[src/tcbs_pkg.sv]
// Shared types, widths and constants for the TCB spline point evaluator.
// No dependencies; every other file refers to it by scoped names.
package tcbs_pkg;

  localparam int COORD_BITS = 16;
  localparam int FRAC_BITS  = 12;

  localparam int U_W     = FRAC_BITS + 1;
  localparam int SHAPE_W = FRAC_BITS + 2;
  localparam int DIFF_W  = COORD_BITS + 1;
  localparam int A_W     = SHAPE_W + 1;
  localparam int AB_W    = 2 * A_W;
  localparam int K_W     = 42;
  localparam int KD_W    = 58;
  localparam int M_W     = 59;
  localparam int H_W     = 40;
  localparam int HC_W    = H_W + 3;
  localparam int HQ_W    = H_W + COORD_BITS;
  localparam int PQ_W    = HQ_W + 1;
  localparam int PP_W    = H_W + M_W;
  localparam int SUM_W   = PP_W + 2;

  localparam int POS_SHIFT = 3 * FRAC_BITS + 1;
  localparam int OUT_SHIFT = 6 * FRAC_BITS + 1;
  localparam int RND_W     = SUM_W - OUT_SHIFT;

  localparam int H_SPLIT = 20;
  localparam int M_SPLIT = 30;

  localparam int NSTAGE = 9;

  localparam int CFG_IDX_W = 2;

  typedef logic [CFG_IDX_W-1:0]        cfg_idx_t;
  typedef logic        [U_W-1:0]       u_t;
  typedef logic signed [COORD_BITS-1:0] coord_t;
  typedef logic signed [SHAPE_W-1:0]   shape_t;
  typedef logic signed [DIFF_W-1:0]    diff_t;
  typedef logic signed [A_W-1:0]       fac_t;
  typedef logic signed [AB_W-1:0]      ab_t;
  typedef logic signed [K_W-1:0]       coef_t;
  typedef logic signed [KD_W-1:0]      kd_t;
  typedef logic signed [M_W-1:0]       tan_t;
  typedef logic signed [H_W-1:0]       basis_t;
  typedef logic signed [HC_W-1:0]      basis_wide_t;
  typedef logic signed [HQ_W-1:0]      hq_t;
  typedef logic signed [PQ_W-1:0]      pq_t;
  typedef logic signed [PP_W-1:0]      prod_t;
  typedef logic signed [SUM_W-1:0]     sum_t;
  typedef logic signed [RND_W-1:0]     rnd_t;

  localparam cfg_idx_t REG_TENSION    = cfg_idx_t'(0);
  localparam cfg_idx_t REG_CONTINUITY = cfg_idx_t'(1);
  localparam cfg_idx_t REG_BIAS       = cfg_idx_t'(2);

  localparam coord_t COORD_MAX = {1'b0, {(COORD_BITS-1){1'b1}}};
  localparam coord_t COORD_MIN = {1'b1, {(COORD_BITS-1){1'b0}}};

  typedef struct packed {
    coef_t k0;
    coef_t k1;
    coef_t k2;
    coef_t k3;
  } coef_set_t;

  typedef struct packed {
    basis_t h0;
    basis_t h1;
    basis_t h2;
    basis_t h3;
  } basis_set_t;

  typedef struct packed {
    logic [NSTAGE-1:0] en;
  } pipe_ctl_t;

endpackage

[src/tcbs_basis.sv]
// Hermite basis pipeline: u, u^2, u^3, then h0..h3, held one more stage.
// Depends on tcbs_pkg.
module tcbs_basis (
  input  logic                 clk_i,
  input  tcbs_pkg::pipe_ctl_t  ctl_i,
  input  tcbs_pkg::u_t         u_i,
  output tcbs_pkg::basis_set_t basis_o
);

  localparam int U2_W = 2 * tcbs_pkg::U_W;
  localparam int U3_W = 3 * tcbs_pkg::U_W;
  localparam tcbs_pkg::basis_wide_t ONE3 =
    tcbs_pkg::basis_wide_t'(1) <<< (3 * tcbs_pkg::FRAC_BITS);

  tcbs_pkg::u_t         u1_q, u2_q;
  logic [U2_W-1:0]      usq_d, usq1_q, usq2_q;
  logic [U3_W-1:0]      ucb_d, ucb_q;
  tcbs_pkg::basis_set_t h_d, h3_q, h4_q;

  assign usq_d = u_i * u_i;
  assign ucb_d = usq1_q * u1_q;

  always_comb begin
    tcbs_pkg::basis_wide_t c3, s2, s1, h0c, h1c, h2c, h3c;
    c3  = tcbs_pkg::basis_wide_t'(ucb_q);
    s2  = tcbs_pkg::basis_wide_t'(usq2_q) <<< tcbs_pkg::FRAC_BITS;
    s1  = tcbs_pkg::basis_wide_t'(u2_q) <<< (2 * tcbs_pkg::FRAC_BITS);
    h0c = (c3 <<< 1) - (s2 + (s2 <<< 1)) + ONE3;
    h1c = (s2 + (s2 <<< 1)) - (c3 <<< 1);
    h2c = c3 - (s2 <<< 1) + s1;
    h3c = c3 - s2;
    h_d.h0 = h0c[tcbs_pkg::H_W-1:0];
    h_d.h1 = h1c[tcbs_pkg::H_W-1:0];
    h_d.h2 = h2c[tcbs_pkg::H_W-1:0];
    h_d.h3 = h3c[tcbs_pkg::H_W-1:0];
  end

  always_ff @(posedge clk_i) begin
    if (ctl_i.en[0]) begin
      u1_q   <= u_i;
      usq1_q <= usq_d;
    end
    if (ctl_i.en[1]) begin
      u2_q   <= u1_q;
      usq2_q <= usq1_q;
      ucb_q  <= ucb_d;
    end
    if (ctl_i.en[2]) begin
      h3_q <= h_d;
    end
    if (ctl_i.en[3]) begin
      h4_q <= h3_q;
    end
  end

  assign basis_o = h4_q;

endmodule

[config.mk]
export PLATFORM = sky130hd
export DESIGN_NAME = tcbs_basis
export DESIGN_NICKNAME = d
export VERILOG_FILES = /design/src/tcbs_pkg.sv /design/src/tcbs_basis.sv
export SDC_FILE = /design/constraint.sdc
export NUM_CORES = 2
export LEC_CHECK = 0
export ABC_AREA = 1
export BUFFER_PORTS_ARGS = -buffer_cell sky130_fd_sc_hd__buf_2
export CAP_MARGIN = 25
export CORE_AREA = 8 8 279 281
export DETAILED_ROUTE_END_ITERATION = 12
export DIE_AREA = 0 0 287 289
export GPL_ROUTABILITY_DRIVEN = 0
export HOLD_SLACK_MARGIN = 0.12
export PLACE_DENSITY = 0.71
export SLEW_MARGIN = 20
export SYNTH_ARGS = -nofsm -noshare
export SYNTH_HDL_FRONTEND = slang
export SYNTH_SLANG_ARGS = --single-unit
[constraint.sdc]
create_clock -name clk_i -period 7.05 [get_ports clk_i]
set_clock_uncertainty 0.1 [all_clocks]
set_input_delay 1.0575 -clock clk_i [delete_from_list [all_inputs] [get_ports clk_i]]
set_output_delay 1.0575 -clock clk_i [all_outputs]
set_load 0.005 [all_outputs]
==> After elaboration in Yosys (flattened, before gate mapping) <==
Cells that the tools add are included.
{ "word_totals": {"register_bits": 437, "inputBits": 23} }
{ "classes": {"n_addsub": 7, "n_mul": 2} }
{ "ops": {"columns": ["op", "count"], "rows": [
  ["$sub A40 B40 Y40", 2],
  ["$add A38 B39 Y40", 1],
  ["$add A40 B38 Y40", 1],
  ["$add A40 B38 Y40 const B", 1],
  ["$sub A39 B38 Y40", 1],
  ["$sub A39 B39 Y40", 1],
  ["$mul A26 B13 Y39", 1],
  ["$mul A13 B13 Y26", 1]
]} }

==> Longest topological paths before layout <==
{ "depth": {"word_depth": 3, "ltp_mapped": 27, "mapped_depth_nobuf": 25} }

==> Least setup slack after synthesis <==
OpenSTA, ideal clock, no wires.
{ "synth_path": {"path_kind": "input -> register", "startpoint": "input port u_i[6]", "endpoint": "register usq1_q[25], data pin", "setup_time_ns": 0.262, "t_arrival_ns": 5.264, "required_time_ns": 6.688, "setup_slack_ns": 1.424, "stages": 18, "n_path_buf": 1, "path_cell_list": "clkbuf_1 > nand2_1 > fa_1 > inv_1 > ha_1 > a21o_1 > fa_1 > fa_1 > inv_1 > fa_1 > inv_1 > ha_1 > nand2_1 > nor2_1 > nand2_1 > o21ai_0 > a21oi_1 > xor2_1"} }
{ "synth_between": {"elab_chain_len": 1} }
{ "synth_lines": {"columns": ["item", "line_no", "rtl"], "rows": [
  ["from (decl)", "tcbs_basis.sv:6", "input tcbs_pkg::u_t u_i,"],
  ["$mul A13 B13 Y26", "tcbs_basis.sv:20", "assign usq_d = u_i * u_i;"],
  ["via usq_d[25]", "tcbs_basis.sv:16", "logic [U2_W-1:0] usq_d, usq1_q, usq2_q;"],
  ["to (signal assigned)", "tcbs_basis.sv:41", "usq1_q <= usq_d;"],
  ["to (decl)", "tcbs_basis.sv:16", null]
]} }
The timed path passes the listed nets, and every way through them passes these cells.
A chain may end at the register's enable or synchronous reset.

==> Worst setup path after layout <==
{ "layout_path": {"startpoint": "register u1_q[8]", "endpoint": "register ucb_q[30], data pin"} }
{ "layout_between": {"elab_chain_len": 1} }
{ "layout_lines": {"columns": ["item", "line_no", "rtl"], "rows": [
  ["from (decl)", "tcbs_basis.sv:15", "tcbs_pkg::u_t u1_q, u2_q;"],
  ["from (signal assigned)", "tcbs_basis.sv:40", "u1_q <= u_i;"],
  ["$mul A26 B13 Y39", "tcbs_basis.sv:21", "assign ucb_d = usq1_q * u1_q;"],
  ["via ucb_d[30]", "tcbs_basis.sv:17", "logic [U3_W-1:0] ucb_d, ucb_q;"],
  ["to (signal assigned)", "tcbs_basis.sv:46", "ucb_q <= ucb_d;"],
  ["to (decl)", "tcbs_basis.sv:17", null]
]} }
The timed path passes the listed nets, and every way through them passes these cells.

==> impl_metrics.tcl <==
set metrics [dict create \
    worst-path-stages 17 \
    die_w_um 287 \
    synth_ff_type "edfxtp_1" \
    hold_class "reg -> reg" \
    finalHoldViolations 0 \
    cp-end-kind "flop" \
    clock_path_buffers 3 \
    antennaDiodeCount 0 \
    relSlewSlack_pct 27.9 \
    path_delay_family "adder cells" \
    tritoncts "yes" \
    crit_type "reg -> reg" \
    route.detailed.drc 0 \
    clkSinkCount 420 \
    yosysUniqueCellTypes 49 \
    synth_top_family_by_area "adder cells" \
    post-route-period-util_pct 82.9 \
    cp_max_fo 23 \
    avgSynthCellArea_um2 8.75 \
    ant_nets 0 \
    grt_pass1_wl_mm 161 \
    die_h_um 289 \
    place_hpwl_mm 83.1 \
    crit_path_start_kind "flop" \
    wl_mm 101 \
    fmax_mhz 171 \
    whs_path_depth 0 \
    grt_max_degree 89 \
    cp_data_required_time_ns 7.27 \
    dieArea_mm2 0.0829 \
    crit_chain "nand2_1 -> fa_1 -> fa_1 -> inv_1 -> fa_1 -> inv_1 -> fa_1 -> inv_1 -> fa_1 -> ha_1 -> nand2_1 -> nor2_1 -> inv_1 -> o21ai_0 -> nand3_1 -> nand3_1 -> nand2_1" \
    viasPerCell 5.34 \
    status "finished, final reports clean" \
    worst_ep_arrival_time_ns 6.06 \
    synthSimpleGateAreaFrac_pct 16.6 \
    synthAdderAreaFrac_pct 29.6 \
    pin_count 183 \
    core-area_mm2 0.0736 \
    synth-edff-count 420 \
    root_buffer "clkbuf_16" \
    post-route-min-period_ns 5.84 \
    netlist_area_mm2 0.0393 \
    cp_num_buf_inv 4 \
    cts_hold_buffers 0 \
    finalNetCount 5380 \
    overflow 0 \
    ys_ff_latch 420 \
    start_util_pct 53.5 \
    setup_viol 0 \
    synth_xor_area_share_pct 4.07 \
    synth_warnings 0 \
    maxCapViolations 0 \
    cts_resized 0 \
    yosys-mux-area-fraction_pct 0 \
    worstMarginPinSlew_ns 1.08 \
    clk_pin_slew_worst_paths_ns 0.06 \
    grt_pass1_vias 31200 \
    numPortBuffers 175 \
    vias 30200 \
    cts_inserted_buffers 42 \
    cts_max_level 2 \
    clkLatencyLatePin_ns 0.58 \
    cpPeakStageDelay_ns 1.06 \
    grt_use_total_pct 24.4 \
    drtIter0Drc 1922 \
    drive_above_1_share_pct 7.14 \
    rr_worst_depth 17 \
    synth_cells 4494 \
    rsz0062_at_grt "no" \
    area_growth_pct 8.49 \
    crit_top_cell "fa_1" \
    antenna_found_initial 0 \
    post_cts_buffers 0 \
    first_pass_iters 6 \
    async_reset_ff_share_pct 0 \
    row_count 100 \
    synth_compound_area_share_pct 7.03 \
    setup_tns_ns 0 \
    drv_slew 0 \
    ys_seq_area_share_pct 32.1 \
    critPathSlowestCell "edfxtp_1" \
    wl_per_cell_um 17.9 \
]
==> through the flow <==
stage          std cells  instance area, um2  worst slack (ns)  hold slack, ns  util, %
3_3_place_gp        5564               41200             0.892           0.301     56.0
6_report            5647               42700              1.21           0.302     58.0
5_1_grt             5647               42700             0.867           0.317     58.0
2_1_floorplan       4495               39300              1.42           0.300        -
4_1_cts             5646               42600              1.09           0.307     58.0
3_5_place_dp        5569               41300             0.779           0.305     56.1
==> area by class of cell <==
class,count,area (um2)
clock buffers,47,1070
clock inverters,30,318
fillers,6512,30900
inverters,1017,3820
multi-input cells,2973,22600
flip-flops and latches,420,12600
well taps,969,1210
repair buffers,191,1080
==> flip-flops by register name, indices dropped and copies added (netlist names) <==
name     count
usq1_q      24
h3_q       154
u2_q        13
u1_q        13
ucb_q       38
basis_o    154
usq2_q      24
==> layout by cell type, fill, tap and decap left out, types with 5 or more instances in the layout <==
cell,Yosys,routed
nand2_1,1011,1011
inv_1,1005,1005
edfxtp_1,420,420
fa_1,364,364
ha_1,348,348
nor2_1,280,280
a21oi_1,234,234
buf_2,1,173
nand3_1,147,147
xor2_1,141,141
o21ai_0,124,124
nor3_1,62,62
xnor2_1,42,42
clkbuf_16,0,42
nand4_1,37,37
a21o_1,21,21
o21bai_1,19,19
o21ai_2,15,15
inv_2,12,12
o21a_1,12,12
a21oi_2,11,11
o21ai_1,11,11
a31oi_1,11,11
buf_4,6,10
nand3_2,8,8
nor2_2,8,8
nand2_2,8,8
clkinv_1,0,8
clkinv_2,0,8
nor2_4,7,7
a21boi_0,7,7
o211ai_1,6,6
nand3b_1,5,5
clkbuf_1,65,5
==> final timing paths <==
kind | slack, ns | endpoint | start
setup / recovery | 1.21 | ucb_q[30] | u1_q[8]
hold / removal | 0.30 | basis_o[32] | h3_q[32]
setup reg to reg | 1.21 | ucb_q[30] | u1_q[8]
hold reg to reg | 0.30 | basis_o[32] | h3_q[32]
==> per-layer routing <==
layer | GRT usage, % | wire length (um) | share of wire, % | vias to the layer above
li1 | - | - | - | 14400
met3 | 2.83 | 6150 | 6.1 | 302
met4 | 12.1 | 5630 | 5.6 | 0
met5 | 0 | 0 | 0 | -
met1 | 27.7 | 37400 | 37 | 14400
met2 | 45.2 | 51600 | 51 | 1088
==> cell families (layout without fill, tap and decap cells) <==
logic type                 count (synthesis)  in the layout
xor gates and xnor gates                 183            183
DFF                                      420            420
adders and majority gates                712            712
AOI/OAI and AO/OA                        486            486
other                                      1              2
and+or+nand+nor                         1590           1590
buffers and inverters                   1102           1285
==> cells in the mapped netlist (13+ instances only) <==
master,instances,area (um2)
fa_1,364,7290
nor3_1,62,310
ha_1,348,4350
o21ai_0,124,621
a21oi_1,234,1170
nand4_1,37,231
o21bai_1,19,143
nand2_1,1011,3790
inv_1,1005,3770
edfxtp_1,420,12600
a21o_1,21,158
xnor2_1,42,368
nand3_1,147,736
buf_1,13,48.8
clkbuf_1,65,244
xor2_1,141,1230
o21ai_2,15,131
nor2_1,280,1050
Power is left out: the tool's default activity adds up to more than one toggle a clock period on the data nets, which glitch-free logic cannot reach.
