===== src/tcbs_pkg.sv =====
// Shared types, widths and constants for the TCB spline point evaluator.
// No dependencies; every other file refers to it by scoped names.
package tcbs_pkg;

  localparam int COORD_BITS = 16;
  localparam int FRAC_BITS  = 12;

  localparam int U_W     = FRAC_BITS + 1;
  localparam int SHAPE_W = FRAC_BITS + 2;
  localparam int DIFF_W  = COORD_BITS + 1;
  localparam int A_W     = SHAPE_W + 1;
  localparam int AB_W    = 2 * A_W;
  localparam int K_W     = 42;
  localparam int KD_W    = 58;
  localparam int M_W     = 59;
  localparam int H_W     = 40;
  localparam int HC_W    = H_W + 3;
  localparam int HQ_W    = H_W + COORD_BITS;
  localparam int PQ_W    = HQ_W + 1;
  localparam int PP_W    = H_W + M_W;
  localparam int SUM_W   = PP_W + 2;

  localparam int POS_SHIFT = 3 * FRAC_BITS + 1;
  localparam int OUT_SHIFT = 6 * FRAC_BITS + 1;
  localparam int RND_W     = SUM_W - OUT_SHIFT;

  localparam int H_SPLIT = 20;
  localparam int M_SPLIT = 30;

  localparam int NSTAGE = 9;

  localparam int CFG_IDX_W = 2;

  typedef logic [CFG_IDX_W-1:0]        cfg_idx_t;
  typedef logic        [U_W-1:0]       u_t;
  typedef logic signed [COORD_BITS-1:0] coord_t;
  typedef logic signed [SHAPE_W-1:0]   shape_t;
  typedef logic signed [DIFF_W-1:0]    diff_t;
  typedef logic signed [A_W-1:0]       fac_t;
  typedef logic signed [AB_W-1:0]      ab_t;
  typedef logic signed [K_W-1:0]       coef_t;
  typedef logic signed [KD_W-1:0]      kd_t;
  typedef logic signed [M_W-1:0]       tan_t;
  typedef logic signed [H_W-1:0]       basis_t;
  typedef logic signed [HC_W-1:0]      basis_wide_t;
  typedef logic signed [HQ_W-1:0]      hq_t;
  typedef logic signed [PQ_W-1:0]      pq_t;
  typedef logic signed [PP_W-1:0]      prod_t;
  typedef logic signed [SUM_W-1:0]     sum_t;
  typedef logic signed [RND_W-1:0]     rnd_t;

  localparam cfg_idx_t REG_TENSION    = cfg_idx_t'(0);
  localparam cfg_idx_t REG_CONTINUITY = cfg_idx_t'(1);
  localparam cfg_idx_t REG_BIAS       = cfg_idx_t'(2);

  localparam coord_t COORD_MAX = {1'b0, {(COORD_BITS-1){1'b1}}};
  localparam coord_t COORD_MIN = {1'b1, {(COORD_BITS-1){1'b0}}};

  typedef struct packed {
    coef_t k0;
    coef_t k1;
    coef_t k2;
    coef_t k3;
  } coef_set_t;

  typedef struct packed {
    basis_t h0;
    basis_t h1;
    basis_t h2;
    basis_t h3;
  } basis_set_t;

  typedef struct packed {
    logic [NSTAGE-1:0] en;
  } pipe_ctl_t;

endpackage


===== src/tcbs_merge.sv =====
// Output stage: scale both lane sums, clip each to the coordinate range, merge flags.
// Depends on tcbs_pkg; fed by the two tcbs_lane instances.
module tcbs_merge (
  input  logic                clk_i,
  input  logic                rst_ni,
  input  tcbs_pkg::pipe_ctl_t ctl_i,
  input  logic                valid_i,
  input  tcbs_pkg::sum_t      sum_x_i,
  input  tcbs_pkg::sum_t      sum_y_i,
  output tcbs_pkg::coord_t    out_x_o,
  output tcbs_pkg::coord_t    out_y_o,
  output logic                sat_o
);

  typedef struct packed {
    tcbs_pkg::coord_t v;
    logic             sat;
  } clip_t;

  function automatic clip_t clip(tcbs_pkg::sum_t s);
    tcbs_pkg::rnd_t r;
    clip_t          c;
    r = $signed(s[tcbs_pkg::SUM_W-1:tcbs_pkg::OUT_SHIFT]);
    if (r > tcbs_pkg::rnd_t'(tcbs_pkg::COORD_MAX)) begin
      c.v   = tcbs_pkg::COORD_MAX;
      c.sat = 1'b1;
    end else if (r < tcbs_pkg::rnd_t'(tcbs_pkg::COORD_MIN)) begin
      c.v   = tcbs_pkg::COORD_MIN;
      c.sat = 1'b1;
    end else begin
      c.v   = r[tcbs_pkg::COORD_BITS-1:0];
      c.sat = 1'b0;
    end
    return c;
  endfunction

  clip_t cx, cy;

  assign cx = clip(sum_x_i);
  assign cy = clip(sum_y_i);

  always_ff @(posedge clk_i) begin
    if (ctl_i.en[tcbs_pkg::NSTAGE-1]) begin
      out_x_o <= cx.v;
      out_y_o <= cy.v;
      sat_o   <= cx.sat | cy.sat;
    end
  end

  a_sat_at_limit: assert property (@(posedge clk_i) disable iff (!rst_ni)
    valid_i && sat_o |-> (out_x_o == tcbs_pkg::COORD_MAX || out_x_o == tcbs_pkg::COORD_MIN ||
                          out_y_o == tcbs_pkg::COORD_MAX || out_y_o == tcbs_pkg::COORD_MIN))
    else $error("saturated flag set without a clipped coordinate");

endmodule


===== config.mk =====
export PLATFORM = sky130hd
export DESIGN_NAME = tcbs_merge
export DESIGN_NICKNAME = d
export VERILOG_FILES = /design/src/tcbs_pkg.sv /design/src/tcbs_merge.sv
export SDC_FILE = /design/constraint.sdc
export NUM_CORES = 1
export LEC_CHECK = 0
export BUFFER_PORTS_ARGS = -buffer_cell sky130_fd_sc_hd__buf_2
export CORE_ASPECT_RATIO = 0.6
export CORE_MARGIN = 10
export CORE_UTILIZATION = 29
export CTS_CLUSTER_SIZE = 20
export DETAILED_ROUTE_END_ITERATION = 12
export HOLD_SLACK_MARGIN = 0.1
export PLACE_DENSITY = 0.82
export REMOVE_ABC_BUFFERS = 1
export SLEW_MARGIN = 20
export SYNTH_ARGS = -nofsm -noshare
export SYNTH_HDL_FRONTEND = slang
export SYNTH_SLANG_ARGS = --single-unit

===== constraint.sdc =====
create_clock -name clk_i -period 2.8 [get_ports clk_i]
set_input_delay 0.14 -clock clk_i [delete_from_list [all_inputs] [get_ports clk_i]]
set_output_delay 0.14 -clock clk_i [all_outputs]
set_load 0.02 [all_outputs]

Word level (Yosys, flattened, before mapping)
Cells that the tools add are included.
- order comparisons: 4
- bitwise logic cells: 1
- muxes and demuxes: 4
- operator list (operator ; number):
    $gt A28 B16 Y1 const B ; 2
    $lt A28 B16 Y1 const B ; 2
    $mux W17 ; 2
    $mux W1 ; 2
    $or A1 B1 Y1 ; 1
- logic and storage cells: 12
- flip-flop bits (word level): 33
- output and inout bits: 33

Longest topological paths before layout
Gate-level depths: netlist (run 1).
- word-level depth: 4
- depth in mapped cells: 4
- mapped depth without buffers: 3

Worst setup path after synthesis (run 1)
No wires, ideal clock.
- path kind: input -> register
- from: input port sum_x_i[99]
- to: register out_x_o[13] (data pin)
- arrival: 1.006 ns
- slack: 1.540 ns
- stages: 4
- setup time: 0.254 ns
- path through: nor4_1 -> a31oi_1 -> buf_6 -> a21o_1
- longest elaborated chain between the ends: 2
- elaborated cells on any way between the ends: 3
- those cells by class: order compare (2); mux (1)
- RTL lines (what ; line ; source):
    from (decl) ; tcbs_merge.sv:8 ; input tcbs_pkg::sum_t sum_x_i,
    $lt A28 B16 Y1 ; tcbs_merge.sv:27 ; end else if (r < tcbs_pkg::rnd_t'(tcbs_pkg::COORD_MIN)) begin
    $mux W17 ; tcbs_merge.sv:27 ;
    to (signal assigned) ; tcbs_merge.sv:44 ; out_x_o <= cx.v;
    to (decl) ; tcbs_merge.sv:10 ; output tcbs_pkg::coord_t out_x_o,
Parallel ways exist; a longest one is shown, timed or not.
A chain may end at the register's enable or synchronous reset.

Final worst setup path (run 1)
- from: input port sum_x_i[98]
- to: register sat_o (data pin)
- longest elaborated chain between the ends: 4
- elaborated cells on any way between the ends: 5
- those cells by class: order compare (2); mux (2); bitwise (1)
- RTL lines (what ; line ; source):
    $lt A28 B16 Y1 ; tcbs_merge.sv:27 ;
    $mux W17 ; tcbs_merge.sv:27 ;
    $mux W1 * ; tcbs_merge.sv:24 ; if (r > tcbs_pkg::rnd_t'(tcbs_pkg::COORD_MAX)) begin
    $or A1 B1 Y1 * ; tcbs_merge.sv:46 ; sat_o <= cx.sat | cy.sat;
    to (signal assigned) ; tcbs_merge.sv:46 ;
    to (decl) ; tcbs_merge.sv:12 ; output logic sat_o
Mark *: on every way between the ends. The rest lies on a longest branch, timed or not.

==> flow_metrics.py, run 1 <==
metrics = {
    "critical_path": {
        "criticalPathCategory": "input pin to register",
        "cp-start-kind": "input pin",
        "required_ns": 2.79,
        "crit_top_cell": "nand4_1",
        "cp_cell_sequence": "buf_2 > nand4_1 > o31ai_4 > nand4_1",
        "crit_family": "compound AO/OA/AOI/OAI gates",
        "critPathBufInv": 1,
        "crit_fanout": 16,
        "slowest_stage": "o31ai_4",
        "endpoint_kind": "register",
        "worstPathArrival_ns": 1.22,
        "worst_path_largest_cell_delay_ns": 0.69,
    },
    "run_status": {
        "status": "finished, final reports clean",
    },
    "timing": {
        "worst_slack_ns": 1.575,
        "drv_slew": 0,
        "worst_pin_slew_ns": 0.7298,
        "fmax_ghz": 0.8166,
        "rsz0062_at_grt": "no",
        "fin_crit_sh_pct": 43.73,
        "tns_ns": 0,
        "setup_viol": 0,
        "min_period_ns": 1.225,
        "relSlewSlack_pct": 51.34,
        "hold_viol": 0,
    },
    "cts": {
        "cts_resized": 0,
        "cts_buffer_depth": 2,
        "cts_sinks": 33,
        "cts-buffers-inserted": 5,
        "hold_buffers": 0,
        "cts_tree": "built",
        "clkTransAtPathRegs_ns": 0.06,
        "cts-root-buf": "clkbuf_8",
        "cts_htree_levels": 2,
        "cts_setup_buffers": 0,
    },
    "route": {
        "drc_errors": 0,
        "routed_via_density": 4.629,
        "drt-total-wl_mm": 4.187,
        "drtIter0Drc": 27,
        "vias": 1134,
        "dr.pass1.iters": 4,
        "wl_per_cell_um": 17.09,
        "ant_nets": 0,
    },
    "layout": {
        "fin_area_sq_um": 2022,
        "final-seq-area_sq_um": 991.0,
        "drive_gt1_share_pct": 63.19,
        "nets": 395,
        "multi_input_area_sq_um": 404.1,
        "antenna_cells": 0,
        "fillCellCount": 460,
        "area_delta_synth_final_pct": 40.40,
    },
    "job": {
        "drv_cap": 0,
    },
    "global_routing": {
        "antenna_found_initial": 0,
        "grt_pass1_wl_mm": 6.354,
        "track_usage_pct": 9.758,
        "globalRouteOverflowTotal": 0,
        "grt_max_degree": 34,
        "grt_pass1_vias": 1248,
    },
    "synth": {
        "syn_area_sq_um": 1440,
        "synth_cells": 88,
        "yosysSeqAreaShare_pct": 68.81,
        "yosys_warnings": 0,
        "synth_top_cell_area_share_pct": 68.81,
        "yosys.area.top_type": "edfxtp_1",
        "synth_seq_cells": 33,
        "synthDistinctLibCells": 12,
        "synth_area_leaders": "edfxtp_1, a21o_1, a21o_2, nand4_1, o31ai_4",
        "syn_avg_cell_area_sq_um": 16.37,
    },
    "floorplan": {
        "core_sq_um": 4683,
        "start_util_pct": 30.75,
        "design.die.area_sq_um": 8277,
        "ioPinCount": 247,
        "dieWidth_um": 111.0,
        "fp.dieH_um": 74.59,
        "rows": 19,
    },
    "pwr": {
        "peakVddDrop_v": 0.0001713,
        "power.leakage_uw": 0.0009260,
        "power.density_nw_per_um2": 560.7,
    },
    "min_path": {
        "hp-class": "input pin to register",
    },
    "place": {
        "gp_congestion": 0.6949,
        "portBuffers": 90,
        "dp_slack_ns": 1.263,
        "dpl_cell_area_sq_um": 1939,
    },
}
-- cell families (layout without fill, tap and decap cells) --
kind of cell | after synthesis | after routing | share of synthesized area [%]
compound gates | 36 | 36 | 21.55
simple gates | 13 | 13 | 6.515
flops | 33 | 33 | 68.81
buf+inv | 6 | 100 | 3.127
-- where the power goes --
group	internal, uW	switching, uW	total [uW]
clock	172	159	331
sequential	592	10.2	602
combinational	80.1	120	200
total	844	290	1130
-- synthesized netlist by cell type --
| library cell | n |
|---|---|
| nand4_1 | 7 |
| buf_4 | 2 |
| edfxtp_1 | 33 |
| a21o_2 | 10 |
| buf_6 | 2 |
| o31ai_4 | 2 |
| nor4_1 | 4 |
| a31o_2 | 2 |
| clkbuf_1 | 2 |
| a31oi_1 | 2 |
| nor4_2 | 2 |
| a21o_1 | 20 |
-- final timing paths --
check                    start          end  cells after the start
hold / removal    sum_y_i[100]  out_y_o[15]                      1
setup / recovery   sum_x_i[98]        sat_o                      4
-- registers in the layout (all words and copies together), names as in the netlist --
signal	cells
out_y_o	16
out_x_o	16
sat_o	1
-- through the flow --
step	total power (uW)	util (%)	cells	hold WS [ns]
final	1134	43.17	245	0.1187
after floorplan	708.5	-	82	0.2389
after detailed placement	817.7	41.41	237	0.4027
after global placement	811.1	41.41	237	0.3939
after global routing	1190	43.17	245	0.1136
after CTS	1148	43.17	245	0.1063
-- layer usage --
layer / up-vias / global-route usage, % / routed length (um)
li1: 548 / - / -
met1: 524 / 10.27 / 1671
met2: 57 / 17.25 / 2113
met3: 5 / 4.096 / 352
met4: 0 / 4.310 / 49
met5: - / 0 / 0
-- cell type report --
cell class / instances / share of cell area (%)
multi-input combinational: 49 / 19.99
clock buffer: 6 / 3.589
tap: 63 / 3.899
clock inverter: 2 / 0.4950
sequential: 33 / 49.01
timing repair buffer: 92 / 23.02
-- placed cells by master (no fill, tap or decap), drive strengths merged --
cell,Yosys,routed
buf,4,92
edfxtp,33,33
clkbuf,2,6
a21o,30,30
nor4,6,6
a31o,2,2
clkinv,0,2
nand4,7,7
o31ai,2,2
a31oi,2,2
No activity file was read; power rests on OpenSTA's default activity.
==> run 2: changes to the inputs <==
CORE_UTILIZATION = 25   (was 29)
PLACE_DENSITY = 0.75   (was 0.82)
clock period = 1 ns   (was 2.8 ns; I/O delays follow)
==> run 2 against run 1 <==
Cell count up 22%. Clock-buffer cell count unchanged. Critical path depth up 1. Design area up 24%. Die area up 12%. First-iteration DRC count up 100%. Routed wire length up 11%. Clock power rose to 3.6 times the previous value. Sequential share of layout area down 9.3 points. Utilization up 1.7 points. Critical path type unchanged.
==> flow_metrics.py, run 2 (synthesis gave the netlist of run 1 again) <==
metrics = {
    "run_status": {
        "status": "finished, final reports clean",
    },
    "route": {
        "wl_per_cell_um": 15.55,
        "ant_nets": 0,
        "drt-total-wl_mm": 4.649,
        "dr.pass1.iters": 4,
        "drtIter0Drc": 55,
        "drc_errors": 0,
        "routed_via_density": 4.241,
        "vias": 1268,
    },
    "floorplan": {
        "rows": 21,
        "design.die.area_sq_um": 9296,
        "core_sq_um": 5570,
        "start_util_pct": 25.85,
        "fp.dieH_um": 78.79,
        "ioPinCount": 247,
        "dieWidth_um": 118.0,
    },
    "layout": {
        "nets": 432,
        "antenna_cells": 0,
        "area_delta_synth_final_pct": 73.41,
        "drive_gt1_share_pct": 56.16,
        "top_regs": "out_x_o (16), out_y_o (16), sat_o (1)",
        "final_common_cell": "buf_2",
        "most-common-layout-cells": "buf_2, edfxtp_1, dlygate4sd3_1",
    },
    "timing": {
        "fin_crit_sh_pct": 94.84,
        "relSlewSlack_pct": 82.55,
        "worst_slack_ns": 0.05159,
        "drv_slew": 0,
        "worst_pin_slew_ns": 0.2595,
        "rsz0062_at_grt": "no",
        "hold_viol": 0,
        "setup_viol": 0,
        "fmax_ghz": 1.054,
        "hold_slack_ns": 0.1354,
        "min_period_ns": 0.9484,
    },
    "critical_path": {
        "cp-start-kind": "input pin",
        "required_ns": 1.04,
        "critPathBufInv": 2,
        "crit_fanout": 15,
        "worst_path_largest_cell_delay_ns": 0.29,
        "criticalPathCategory": "input pin to register",
        "cp_cell_sequence": "buf_2 > nor4_4 > a31oi_1 > buf_4 > a21o_2",
        "crit_family": "buffers and inverters",
        "slowest_stage": "nor4_4",
        "worstPathArrival_ns": 0.99,
        "endpoint_kind": "register",
    },
    "cts": {
        "cts_tree": "built",
        "cts-buffers-inserted": 5,
        "cts-root-buf": "clkbuf_8",
        "cts_setup_buffers": 0,
        "clkTransAtPathRegs_ns": 0.06,
        "cts_sinks": 33,
        "cts_htree_levels": 2,
        "cts_buffer_depth": 2,
    },
    "place": {
        "gp_congestion": 0.6932,
        "dp_slack_ns": -0.3442,
        "portBuffers": 90,
    },
    "job": {
        "drv_cap": 0,
    },
    "pwr": {
        "power.density_nw_per_um2": 1439,
        "power.leakage_uw": 0.001105,
        "peakVddDrop_v": 0.0005010,
    },
    "global_routing": {
        "antenna_found_initial": 0,
        "grt_pass1_vias": 1503,
        "globalRouteOverflowTotal": 0,
        "grt_max_degree": 34,
        "track_usage_pct": 9.818,
        "grt_pass1_wl_mm": 7.396,
    },
    "min_path": {
        "hp-class": "input pin to register",
    },
}
## run 2: changes by cell type in the layout (fill, tap and decap cells not counted), sizes merged
cell         change
dlygate4sd3     +32
bufinv           +1
clkinv           -1
buf              +5
## run 2: final timing paths
| kind | start | endpoint | cells after the start |
|---|---|---|---|
| worst min-delay path | sum_y_i[100] | sat_o | 3 |
| worst max-delay path | sum_x_i[95] | out_x_o[11] | 5 |
## run 2: layout make-up
class	instances	area, sq um
Clock buffer	6	72.57
Clock inverter	2	33.78
Fill cell	540	3073
Multi-Input combinational cell	49	464.2
Sequential cell	33	991.0
Tap cell	80	100.1
Timing Repair Buffer	129	835.8
## run 2: repair_timing
action                                 in CTS  in global routing
endpoints found under the hold margin      32                  0
hold buffers                               32                  0
gates cloned                                0                  0
resized for setup                           4                  4
setup endpoints to repair                  20                 28
## run 2: metal layers
layer  track usage (%)  part of all wire, %  up-vias
li1                  -                    -      620
met2             17.34                   50       52
met3             3.390                  5.0        7
met4             3.317                  1.5        0
met5                 0                    0        -
met1             11.00                   44      589
## run 2: metrics by stage
stage	cells	setup TNS [ns]	cell area (sq um)	util [%]	total power, uW
finish	299	0	2497	44.83	3594
global route	299	0	2497	44.83	3762
CTS	299	0	2462	44.20	3608
detailed placement	259	-9.439	2011	36.10	2304
global placement	259	-8.143	2011	36.10	2294
floorplan	82	-6.921	1395	-	1984
## run 2: where the power goes
part | total [uW] | internal (uW) | switching (uW)
registers | 1680 | 1660 | 26.8
clock network | 1200 | 735 | 464
logic | 713 | 328 | 385
## run 2: tightest hold or removal path, delay by kind of cell
family | cells | cell delay, ns
AO/OA/AOI/OAI | 1 | 0.07
buffers and inverters | 1 | 0.13
AND/OR/NAND/NOR | 1 | 0.06
==> run 3: changes to the inputs <==
CORE_UTILIZATION = 29   (was 25)
PLACE_DENSITY = 0.82   (was 0.75)
clock period = 1.21 ns   (was 1 ns; I/O delays follow)
==> run 3 against run 2 <==
Largest cell class unchanged. Sequential share of layout area up 1.2 points. Via count down 0.16%. Utilization up 6.9 points. Sequential power down 17%. Critical path depth unchanged. Critical endpoint is now out_y_o[2]. Combinational power down 18%.
==> flow_metrics.py, run 3 (synthesis gave the netlist of run 1 again) <==
metrics = {
    "critical_path": {
        "cp-start-kind": "input pin",
        "worstPathArrival_ns": 1.20,
        "required_ns": 1.24,
        "endpoint_kind": "register",
        "crit_fanout": 8,
        "criticalPathCategory": "input pin to register",
    },
    "timing": {
        "hold_slack_ns": 0.2428,
        "fmax_ghz": 0.8598,
        "tns_ns": 0,
        "worst_pin_slew_ns": 0.4484,
        "drv_slew": 0,
        "rsz0062_at_grt": "no",
        "setup_viol": 0,
        "min_period_ns": 1.163,
        "relSlewSlack_pct": 69.83,
        "fin_crit_sh_pct": 96.12,
        "hold_viol": 0,
    },
    "layout": {
        "drive_gt1_share_pct": 55.05,
        "nets": 431,
        "antenna_cells": 0,
        "area_delta_synth_final_pct": 68.29,
        "final_core_util_pct": 51.75,
        "final_common_cell": "buf_2",
        "top_regs": "out_x_o (16), out_y_o (16), sat_o (1)",
        "most-common-layout-cells": "buf_2, edfxtp_1, dlygate4sd3_1",
        "fin_area_sq_um": 2424,
    },
    "cts": {
        "cts_setup_buffers": 0,
        "cts-buffers-inserted": 5,
        "cts_buffer_depth": 2,
        "cts_tree": "built",
        "cts-root-buf": "clkbuf_8",
        "cts_htree_levels": 2,
        "clkTransAtPathRegs_ns": 0.06,
        "cts_sinks": 33,
    },
    "pwr": {
        "finalPower_uw": 2742,
        "power.share.clock_pct": 27.9,
        "power_frac_comb_pct": 21.3,
        "switching_share_pct": 25.92,
        "p_seq_share_pct": 50.8,
        "p_switching_uw": 710.7,
        "power.internal_uw": 2032,
        "power.leakage_uw": 0.001092,
        "power.density_nw_per_um2": 1132,
        "peakVddDrop_v": 0.0003597,
    },
    "min_path": {
        "min_from": "ctl_i[8]",
        "hp-class": "input pin to register",
        "holdPathEnd": "out_y_o[0]",
        "min_path_cells": 2,
    },
    "place": {
        "dp_hpwl_mm": 3.661,
        "dpl_cell_area_sq_um": 1999,
        "gp_congestion": 0.6866,
        "portBuffers": 90,
    },
    "global_routing": {
        "grt_max_degree": 34,
        "globalRouteOverflowTotal": 0,
        "antenna_found_initial": 0,
        "grt_pass1_wl_mm": 7.452,
        "track_usage_pct": 11.20,
        "grt_pass1_vias": 1533,
    },
    "floorplan": {
        "ioPinCount": 247,
        "core_sq_um": 4683,
        "design.die.area_sq_um": 8277,
        "fp.dieH_um": 74.59,
        "dieWidth_um": 111.0,
        "rows": 19,
        "start_util_pct": 30.75,
    },
    "run_status": {
        "status": "finished, final reports clean",
    },
    "route": {
        "dr.pass1.iters": 4,
        "ant_nets": 0,
        "vias": 1266,
        "wl_per_cell_um": 17.27,
        "drt-total-wl_mm": 4.853,
        "drc_errors": 0,
        "drtIter0Drc": 32,
        "routed_via_density": 4.505,
    },
    "job": {
        "drv_cap": 0,
    },
}
-- run 3: cell types whose count changed in the layout (fill, tap and decap cells not counted), sizes merged --
cell    change
bufinv      -1
clkinv      +2
buf         -1
clkbuf      -1
-- run 3: what timing repair did --
item                                   4_1_cts  5_1_grt
resized for setup                            0        7
setup endpoints to repair                    0        4
hold buffers                                32        0
endpoints found under the hold margin       32        0
-- run 3: worst max-delay path, stage by stage --
cell and delay [ns]:
buf_2 0.11, nor4_1 0.44, a31oi_2 0.19, buf_4 0.21
a21o_2 0.18
-- run 3: layer usage --
layer,vias up,wire length (um),GRT usage [%]
li1,621,-,-
met1,581,1979,11.64
met2,60,2520,21.35
met3,4,302,3.534
met4,0,51,4.023
met5,-,0,0
-- run 3: worst max-delay path by stage --
stage                            start           to  slack (ns)  cells after the start
after CTS                 sum_y_i[100]   out_y_o[2]        0.05                      5
after global placement     sum_x_i[95]  out_x_o[10]       -0.08                      5
after floorplan            sum_x_i[99]  out_x_o[10]       -0.05                      3
after global routing      sum_y_i[100]   out_y_o[6]       0.007                      5
after detailed placement   sum_y_i[92]   out_y_o[2]       -0.12                      5
final                      sum_y_i[96]   out_y_o[2]        0.05                      5
-- run 3: power by group through the flow --
stage | combinational (uW) | sequential, uW | clock (uW)
finish | 583 | 1390 | 764
global route | 629 | 1400 | 840
CTS | 583 | 1400 | 791
detailed placement | 497 | 1420 | 0
global placement | 489 | 1410 | 0
floorplan | 93.7 | 1550 | 0
-- run 3: per-stage QoR --
stage               setup slack, ns  cells
global route               0.006592    281
floorplan                  -0.05211     82
global placement           -0.07548    240
finish                      0.04691    281
CTS                         0.05069    280
detailed placement          -0.1228    240
-- run 3: final cells by class --
type	instances	area, sq um
fillers	411	2260
flip-flops and latches	33	991.0
repair buffers	128	855.8
multi-input cells	49	416.7
well taps	63	78.83
clock buffers	5	68.82
clock inverters	3	12.51
